### src/rtl/wsdf_pkg.sv
// Shared types and constants for the websocket frame deframer.
// No dependencies; imported by every module of the block.
`timescale 1ns / 1ps

package wsdf_pkg;

  // Continuation opcode
  localparam logic [3:0] OP_CONT  = 4'h0;

  // Opcodes of control frames
  localparam logic [3:0] OP_CLOSE = 4'h8;
  localparam logic [3:0] OP_PING  = 4'h9;
  localparam logic [3:0] OP_PONG  = 4'hA;

  // 7-bit length codes that announce an extended length
  localparam logic [6:0] LEN_EXT16 = 7'd126;
  localparam logic [6:0] LEN_EXT64 = 7'd127;

  localparam logic [3:0] EXT16_BYTES = 4'd2;
  localparam logic [3:0] EXT64_BYTES = 4'd8;

  localparam logic [15:0] STATUS_PROTOCOL = 16'd1002;

  typedef enum logic [1:0] {
    KIND_DATA  = 2'd0,
    KIND_EMPTY = 2'd1,
    KIND_ERROR = 2'd2
  } kind_e;

  typedef struct packed {
    kind_e       kind;
    logic [7:0]  payload_byte;
    logic [3:0]  message_opcode;
    logic        frame_end;
    logic        message_end;
    logic [15:0] status_code;
  } res_t;

endpackage

### src/rtl/wsdf_parse.sv
// Frame parser: header, extended length, mask key and payload unmasking.
// Depends on wsdf_pkg; produces at most one result per accepted byte.
`timescale 1ns / 1ps

module wsdf_parse import wsdf_pkg::*; (
  input  logic       clk_i,
  input  logic       rst_ni,
  input  logic       accept_i,
  input  logic [7:0] byte_i,
  output logic       res_valid_o,
  output res_t       res_o
);

  localparam logic [2:0] PH_HDR0    = 3'd0;
  localparam logic [2:0] PH_HDR1    = 3'd1;
  localparam logic [2:0] PH_EXTLEN  = 3'd2;
  localparam logic [2:0] PH_MASK    = 3'd3;
  localparam logic [2:0] PH_PAYLOAD = 3'd4;
  localparam logic [2:0] PH_HALT    = 3'd5;

  logic [2:0]  phase_q, phase_d;
  logic [7:0]  header_q, header_d;
  logic [3:0]  ext_left_q, ext_left_d;
  logic [63:0] length_q, length_d;
  logic [63:0] count_q, count_d;
  logic [1:0]  mask_idx_q, mask_idx_d;
  logic        in_frag_q, in_frag_d;
  logic [3:0]  stored_op_q, stored_op_d;
  logic [15:0] close_st_q, close_st_d;
  logic [7:0]  mask_key_q [4];

  logic        hdr_close, hdr_ctrl;
  logic [3:0]  msg_op;
  logic [7:0]  unmasked;
  logic [63:0] count_inc;
  logic        key_we;

  assign hdr_close = header_q[3:0] == OP_CLOSE;
  assign hdr_ctrl  = (header_q[3:0] == OP_PING) || (header_q[3:0] == OP_PONG);
  assign msg_op    = hdr_close ? OP_CLOSE : stored_op_q;
  assign unmasked  = byte_i ^ mask_key_q[count_q[1:0]];
  assign count_inc = count_q + 64'd1;
  assign key_we    = accept_i && (phase_q == PH_MASK);

  always_comb begin
    phase_d     = phase_q;
    header_d    = header_q;
    ext_left_d  = ext_left_q;
    length_d    = length_q;
    count_d     = count_q;
    mask_idx_d  = mask_idx_q;
    in_frag_d   = in_frag_q;
    stored_op_d = stored_op_q;
    close_st_d  = close_st_q;
    res_valid_o = 1'b0;
    res_o       = '0;
    if (accept_i) begin
      unique case (phase_q)
        PH_HDR0: begin
          header_d   = byte_i;
          close_st_d = '0;
          if ((byte_i[3:0] != OP_CLOSE) && (byte_i[3:0] != OP_PING)
              && (byte_i[3:0] != OP_PONG)) begin
            if (!byte_i[7]) begin
              if (!in_frag_q) begin
                stored_op_d = byte_i[3:0];
                in_frag_d   = 1'b1;
              end
            end else begin
              // final continuation of an open message keeps its opcode
              if (!((byte_i[3:0] == OP_CONT) && in_frag_q)) stored_op_d = byte_i[3:0];
              in_frag_d = 1'b0;
            end
          end
          phase_d = PH_HDR1;
        end
        PH_HDR1: begin
          if (!byte_i[7]) begin
            // client frames must be masked
            res_valid_o       = 1'b1;
            res_o.kind        = KIND_ERROR;
            res_o.status_code = STATUS_PROTOCOL;
            phase_d           = PH_HALT;
          end else begin
            mask_idx_d = '0;
            length_d   = '0;
            if (byte_i[6:0] == LEN_EXT16) begin
              ext_left_d = EXT16_BYTES;
              phase_d    = PH_EXTLEN;
            end else if (byte_i[6:0] == LEN_EXT64) begin
              ext_left_d = EXT64_BYTES;
              phase_d    = PH_EXTLEN;
            end else begin
              length_d = {57'd0, byte_i[6:0]};
              phase_d  = PH_MASK;
            end
          end
        end
        PH_EXTLEN: begin
          length_d   = {length_q[55:0], byte_i};
          ext_left_d = ext_left_q - 4'd1;
          if (ext_left_d == 4'd0) phase_d = PH_MASK;
        end
        PH_MASK: begin
          if (mask_idx_q != 2'd3) begin
            mask_idx_d = mask_idx_q + 2'd1;
          end else begin
            mask_idx_d = '0;
            count_d    = '0;
            if (length_q != 64'd0) begin
              phase_d = PH_PAYLOAD;
            end else if (hdr_ctrl) begin
              phase_d = PH_HDR0;
            end else begin
              res_valid_o          = 1'b1;
              res_o.kind           = KIND_EMPTY;
              res_o.message_opcode = msg_op;
              res_o.frame_end      = 1'b1;
              if (hdr_close) begin
                // empty close carries no status
                phase_d = PH_HALT;
              end else begin
                res_o.message_end = header_q[7];
                phase_d           = PH_HDR0;
              end
            end
          end
        end
        PH_PAYLOAD: begin
          if (count_q == 64'd0) close_st_d = {unmasked, 8'd0};
          else if (count_q == 64'd1) close_st_d = {close_st_q[15:8], unmasked};
          count_d = count_inc;
          if (!hdr_ctrl) begin
            res_valid_o          = 1'b1;
            res_o.kind           = KIND_DATA;
            res_o.payload_byte   = unmasked;
            res_o.message_opcode = msg_op;
          end
          if (count_inc == length_q) begin
            if (hdr_ctrl) begin
              phase_d = PH_HDR0;
            end else if (hdr_close) begin
              res_o.frame_end = 1'b1;
              if (length_q >= 64'd2) res_o.status_code = close_st_d;
              phase_d = PH_HALT;
            end else begin
              res_o.frame_end   = 1'b1;
              res_o.message_end = header_q[7];
              phase_d           = PH_HDR0;
            end
          end
        end
        default: ;  // halted: bytes are dropped
      endcase
    end
  end

  always_ff @(posedge clk_i or negedge rst_ni) begin
    if (!rst_ni) begin
      phase_q     <= PH_HDR0;
      header_q    <= '0;
      ext_left_q  <= '0;
      length_q    <= '0;
      count_q     <= '0;
      mask_idx_q  <= '0;
      in_frag_q   <= 1'b0;
      stored_op_q <= '0;
      close_st_q  <= '0;
    end else begin
      phase_q     <= phase_d;
      header_q    <= header_d;
      ext_left_q  <= ext_left_d;
      length_q    <= length_d;
      count_q     <= count_d;
      mask_idx_q  <= mask_idx_d;
      in_frag_q   <= in_frag_d;
      stored_op_q <= stored_op_d;
      close_st_q  <= close_st_d;
    end
  end

  // mask key has no reset; written before any payload reads it
  always_ff @(posedge clk_i) begin
    if (key_we) mask_key_q[mask_idx_q] <= byte_i;
  end

  a_error_halts: assert property (@(posedge clk_i) disable iff (!rst_ni)
    (res_valid_o && (res_o.kind == KIND_ERROR)) |=> (phase_q == PH_HALT))
    else $error("protocol error did not halt the parser");

  a_close_halts: assert property (@(posedge clk_i) disable iff (!rst_ni)
    (res_valid_o && res_o.frame_end && (res_o.message_opcode == OP_CLOSE))
    |=> (phase_q == PH_HALT))
    else $error("close frame end did not halt the parser");

  a_halt_silent: assert property (@(posedge clk_i) disable iff (!rst_ni)
    (phase_q == PH_HALT) |-> !res_valid_o)
    else $error("result produced while halted");

  a_msg_end_needs_frame_end: assert property (@(posedge clk_i) disable iff (!rst_ni)
    (res_valid_o && res_o.message_end) |-> res_o.frame_end)
    else $error("message end without frame end");

endmodule

### src/rtl/wsdf_outreg.sv
// Output register between the parser and the master stream port.
// Depends on wsdf_pkg for the result struct.
`timescale 1ns / 1ps

module wsdf_outreg import wsdf_pkg::*; (
  input  logic clk_i,
  input  logic rst_ni,
  input  logic load_i,
  input  res_t res_i,
  input  logic ready_i,
  output logic free_o,
  output logic valid_o,
  output res_t res_o
);

  logic valid_q, valid_d;
  res_t res_q;

  // slot frees up in the same cycle the held result transfers
  assign free_o = !valid_q || ready_i;

  always_comb begin
    valid_d = valid_q;
    if (load_i) valid_d = 1'b1;
    else if (ready_i) valid_d = 1'b0;
  end

  always_ff @(posedge clk_i or negedge rst_ni) begin
    if (!rst_ni) valid_q <= 1'b0;
    else valid_q <= valid_d;
  end

  always_ff @(posedge clk_i) begin
    if (load_i) res_q <= res_i;
  end

  assign valid_o = valid_q;
  assign res_o   = res_q;

endmodule

### src/rtl/websocket_frame_deframer.sv
// Top level of the websocket frame deframer: stream ports, parser, output register.
// Depends on wsdf_pkg, wsdf_parse and wsdf_outreg.
`timescale 1ns / 1ps

// Decodes a client-to-server WebSocket byte stream: one byte per cycle in, at most
// one result per byte out. Each byte is handled in the cycle it transfers; its
// result lands in a single output register, and a new byte is taken whenever that
// register is empty or its result is transferring in the same cycle, so the
// sustained rate is one byte per clock while the master port is ready, and a byte's
// result appears in the next cycle. Payload bytes of data and close frames come out
// unmasked; tlast marks the last result of a frame. A close frame end or an unmasked
// frame halts the block until reset; later bytes are still taken and dropped.

module websocket_frame_deframer import wsdf_pkg::*; (
  input  logic        clk_i,
  input  logic        rst_ni,
  input  logic        s_axis_tvalid_i,
  output logic        s_axis_tready_o,
  input  logic [7:0]  s_axis_tdata_i,   // [7:0] stream_byte
  output logic        m_axis_tvalid_o,
  input  logic        m_axis_tready_i,
  output logic [31:0] m_axis_tdata_o,   // [7:0] payload_byte, [11:8] message_opcode,
                                        // [27:12] status_code, [31:28] zero
  output logic        m_axis_tlast_o,   // frame_end
  output logic [2:0]  m_axis_tuser_o    // [1:0] kind, [2] message_end
);

  logic accept;
  logic res_valid;
  logic free;
  res_t res;
  res_t out_res;

  assign s_axis_tready_o = free;
  assign accept          = s_axis_tvalid_i && free;

  wsdf_parse u_parse (
    .clk_i,
    .rst_ni,
    .accept_i    (accept),
    .byte_i      (s_axis_tdata_i),
    .res_valid_o (res_valid),
    .res_o       (res)
  );

  wsdf_outreg u_outreg (
    .clk_i,
    .rst_ni,
    .load_i  (res_valid),
    .res_i   (res),
    .ready_i (m_axis_tready_i),
    .free_o  (free),
    .valid_o (m_axis_tvalid_o),
    .res_o   (out_res)
  );

  assign m_axis_tdata_o = {4'd0, out_res.status_code, out_res.message_opcode,
                           out_res.payload_byte};
  assign m_axis_tlast_o = out_res.frame_end;
  assign m_axis_tuser_o = {out_res.message_end, out_res.kind};

endmodule
### config.mk
export PLATFORM = sky130hd
export DESIGN_NAME = websocket_frame_deframer
export DESIGN_NICKNAME = d
export VERILOG_FILES = /design/src/rtl/wsdf_pkg.sv /design/src/rtl/wsdf_parse.sv /design/src/rtl/wsdf_outreg.sv /design/src/rtl/websocket_frame_deframer.sv
export SDC_FILE = /design/constraint.sdc
export NUM_CORES = 1
export LEC_CHECK = 0
export BUFFER_PORTS_ARGS = -buffer_cell sky130_fd_sc_hd__buf_4
export CAP_MARGIN = 0
export CORE_ASPECT_RATIO = 0.75
export CORE_MARGIN = 2
export CORE_UTILIZATION = 50
export DETAILED_ROUTE_END_ITERATION = 7
export PLACE_DENSITY = 0.7
export REMOVE_ABC_BUFFERS = 1
export SLEW_MARGIN = 40
export SYNTH_ARGS = -nofsm -noshare
export SYNTH_HDL_FRONTEND = slang
export SYNTH_HIERARCHICAL = 1
export SYNTH_SLANG_ARGS = --single-unit
### constraint.sdc
create_clock -name clk_i -period 7.5 [get_ports clk_i]
set_input_delay 1.5 -clock clk_i [delete_from_list [all_inputs] [get_ports clk_i]]
set_output_delay 1.5 -clock clk_i [all_outputs]
set_load 0.05 [all_outputs]
==> reports/results.txt <==
wire length per cell after detailed routing -> 25.6 um
Final Cell Area -> 14,100 um^2
Peak Freq -> 0.195 GHz
top-level port count -> 50
vias in the first global route -> 10,000
initial antenna violation count -> 0
global-route wire length before repair -> 63,900 um
Syn Std Cell Area -> 12,800 um^2
initial core utilization -> 51.1%
cell-internal power -> 1.97 mW
transition time at the pin with the least slew margin -> 0.824 ns
required time at the endpoint of the critical path -> 7.84 ns
path type of the worst min-delay path -> reg -> reg
total placed instance area -> 13,300 um^2
total of endpoints with negative setup slack in the final report -> 0
total count of max-transition violations in the final report -> 0
Max transition margin -> 44.6%
die span in x -> 189 um
number of buffers inserted by post-CTS setup repair -> 0
clock tree from TritonCTS -> built
post-synthesis instance total -> 1,323
Tmin final -> 5.14 ns
TNS Setup -> 0 ns
number of DRC markers after the initial detailed-route iteration -> 1,445
detailed-route via count -> 11,000
count of antenna-violating nets left after detailed routing -> 0
sequential fraction of design power -> 50.6%
first-pass iteration count of the detailed router -> 7
largest net degree at the start of global routing -> 85
setup slack of the critical path after layout -> 2.36 ns
maximum vdd drop -> 0.194 mV
skew final -> 0.0334 ns
Total Routing Usage GR -> 31.8%
worst reg2reg path depth -> 9
post-detailed-route via-to-cell ratio -> 6.65
post-cts resize count -> 0
outcome -> finished clean
post-route DRC violation count -> 0
number of rows in the core area -> 50
nets -> 1,316
number of enable flip-flop cells after synthesis -> 64
library cell used as clock root buffer -> sky130_fd_sc_hd__clkbuf_16
total of buffers placed on input and output ports -> 45
RD Place Congestion -> 1.02
setup repair after global routing missed its margin -> false
hpwl dp -> 30,800 um
Hold Violations, Final -> 0
post-route clock period utilization -> 68.5%
syn_area_per_cell -> 9.67 um^2
CTS Buffer Depth -> 3
switch share -> 22.2%
Crit path arrival time -> 5.48 ns
async set or reset register ratio after synthesis -> 71.9%
clock latency of the later-clocked register in the worst-skew pair -> 0.56 ns
H-Tree Depth -> 1
switching power total -> 0.562 mW
CP max stage delay -> 1.02 ns
count of yosys warnings during synthesis -> 6
Pwr per Cell Area -> 180 nW/um^2
ordered cell list for the critical path -> nand4_1 > or4_1 > nor4_1 > xnor2_1 > o2111ai_1 > a2111o_1 > nor4_4 > nand4_2 > o21ai_0
path type of the worst setup path -> reg -> reg
overflow left after global routing -> 0
fraction of final layout cells with drive strength greater than 1 -> 11.0%
cell type of the slowest stage on the worst timing path -> sky130_fd_sc_hd__or4_1
total of max-cap violations -> 0
power share of the clock group -> 47.2%
vertical extent of the die -> 143 um
Sink Count -> 228
clock buffers created by TritonCTS -> 24
hold buffers post-CTS -> 0
synthesis-to-finish area growth -> 10.2%
clock-pin slew on the worst setup and hold paths -> 0.07 ns
hold path depth -> 2
number of distinct library cells after synthesis -> 76
Crit. End Element -> flip-flop
Die ar. -> 26,900 um^2
Floorplan Core Area -> 25,000 um^2
top_reg_cell synth -> sky130_fd_sc_hd__dfrtp_1
type of origin of the critical path -> flip-flop
maximum fanout along the worst path -> 16
Comb pwr share -> 2.2%
aggregate routed wire length -> 42,200 um
share of synthesized area occupied by flip-flops and latches -> 47.1%
total leakage power -> 5.68 nW
Worst Setup Slack post-DPL -> 2.25 ns
register bit count reported by yosys -> 228
-- registers in the layout (all words and copies together), names as in the netlist --
register             count
u_parse/in_frag_q        1
u_parse/close_st_q      16
u_parse/count_q         64
u_outreg/res_o          32
u_parse/phase_q          3
u_outreg/valid_o         1
u_parse/ext_left_q       4
u_parse/header_q         5
u_parse/mask_key_q      32
u_parse/mask_idx_q       2
u_parse/length_q        64
u_parse/stored_op_q      4
-- power by group through the flow --
stage          Combinational (mW)  Sequential (mW)  Clock (mW)
2_1_floorplan              0.0177             1.30           0
3_3_place_gp               0.0538             1.31           0
3_5_place_dp               0.0565             1.31           0
4_1_cts                    0.0570             1.28        1.22
5_1_grt                    0.0621             1.28        1.26
6_report                   0.0561             1.28        1.19
-- per-layer routing --
layer / GRT usage [%] / part of all wire, % / vias up / wire length [um]
met2: 40.5 / 38 / 636 / 15800
met5: 0 / 0 / - / 0
met4: 6.00 / 1.7 / 0 / 707
li1: - / - / 4862 / -
met3: 11.9 / 14 / 68 / 6120
met1: 50.4 / 46 / 5427 / 19600
-- worst max-delay path, delay by kind of cell (launching register included) --
kind | cells | cell delay [ns]
AO/OA/AOI/OAI | 3 | 0.95
XOR/XNOR | 1 | 0.25
AND/OR/NAND/NOR | 5 | 3.15
flip-flops | 1 | 0.55
-- synth_stat cells, types with 5 or more instances --
master                       n  area [um^2]
sky130_fd_sc_hd__o31ai_1    20          150
sky130_fd_sc_hd__mux2i_1     6         60.1
sky130_fd_sc_hd__clkbuf_1   79          297
sky130_fd_sc_hd__xnor2_1    66          578
sky130_fd_sc_hd__a22o_1     66          578
sky130_fd_sc_hd__a31oi_1    17          106
sky130_fd_sc_hd__nand3b_1    7         52.6
sky130_fd_sc_hd__nor3_1     31          155
sky130_fd_sc_hd__and2_1     13         81.3
sky130_fd_sc_hd__ha_1        9          113
sky130_fd_sc_hd__nand4_1    48          300
sky130_fd_sc_hd__edfxtp_1   64         1920
sky130_fd_sc_hd__or4_1       6         45.0
sky130_fd_sc_hd__nand2_1   127          477
sky130_fd_sc_hd__or3_1       8         50.1
sky130_fd_sc_hd__nand2b_1   23          144
sky130_fd_sc_hd__buf_1      11         41.3
sky130_fd_sc_hd__o211ai_1   19          143
sky130_fd_sc_hd__buf_2       8         40.0
sky130_fd_sc_hd__buf_4       7         52.6
sky130_fd_sc_hd__mux2_2      8         90.1
sky130_fd_sc_hd__mux4_2      8          180
sky130_fd_sc_hd__nor2_1     74          278
sky130_fd_sc_hd__inv_1      25         93.8
sky130_fd_sc_hd__and3_1     30          188
sky130_fd_sc_hd__o21ai_0   116          581
sky130_fd_sc_hd__and4_1     14          123
sky130_fd_sc_hd__a21oi_1    37          185
sky130_fd_sc_hd__o41ai_1     5         43.8
sky130_fd_sc_hd__nor4_1     55          344
sky130_fd_sc_hd__nand3_1    42          210
sky130_fd_sc_hd__dfrtp_1   164         4100
sky130_fd_sc_hd__xor2_1     38          333
-- through the flow --
step | hold WS, ns | instances | total power [mW] | utilization (%)
floorplan | 0.441 | 1216 | 1.32 | -
global placement | 0.456 | 1603 | 1.36 | 52.6
detailed placement | 0.463 | 1607 | 1.36 | 53.0
CTS | 0.477 | 1651 | 2.56 | 56.2
global route | 0.500 | 1651 | 2.61 | 56.3
finish | 0.479 | 1652 | 2.53 | 56.3
-- kinds of logic (layout without fill, tap and decap cells) --
| kind of cell | after synthesis | count (layout) | synth area share [%] |
|---|---|---|---|
| adders and majority gates | 9 | 9 | 0.880 |
| and+or+nand+nor | 505 | 505 | 21.3 |
| AOI/OAI and AO/OA | 319 | 319 | 16.6 |
| DFF | 228 | 228 | 47.1 |
| muxes | 22 | 22 | 2.58 |
| xor gates and xnor gates | 104 | 104 | 7.12 |
| other | 1 | 5 | 0.0293 |
| buffers and inverters | 135 | 122 | 4.44 |
-- cells in the final DEF, fill, tap and decap left out, drive strengths merged, types with 13 or more instances in the layout --
master	count
a21oi	37
o21ai	119
nor3	33
and3	30
buf	53
nand2b	25
xnor2	66
and2	13
clkbuf	35
dfrtp	164
inv	27
a31oi	17
o31ai	20
o211ai	19
nor4	58
nand3	42
nand4	50
xor2	38
nand2	127
and4	14
edfxtp	64
a22o	66
nor2	74
-- final timing paths --
| path | from | endpoint | slack [ns] |
|---|---|---|---|
| setup / recovery | u_parse/count_q[5] | u_outreg/res_o[1] | 2.36 |
| hold / removal | u_parse/close_st_q[2] | u_parse/close_st_q[2] | 0.48 |
| setup reg to reg | u_parse/count_q[5] | u_outreg/res_o[1] | 2.36 |
| hold reg to reg | u_parse/close_st_q[2] | u_parse/close_st_q[2] | 0.48 |
| max in group asynchronous | rst_ni | u_parse/count_q[0] | 5.57 |
| min in group asynchronous | rst_ni | u_parse/header_q[3] | 0.82 |
-- cell type report --
cell class | instances | area (um^2)
Multi-Input combinational cell | 963 | 6310
Fill cell | 2218 | 10900
Timing Repair Buffer | 53 | 448
Clock buffer | 35 | 687
Clock inverter | 9 | 105
Tap cell | 338 | 423
Sequential cell | 228 | 6030
Inverter | 25 | 93.8
Antenna cell | 1 | 2.50
Power figures use the tool's default switching activity.
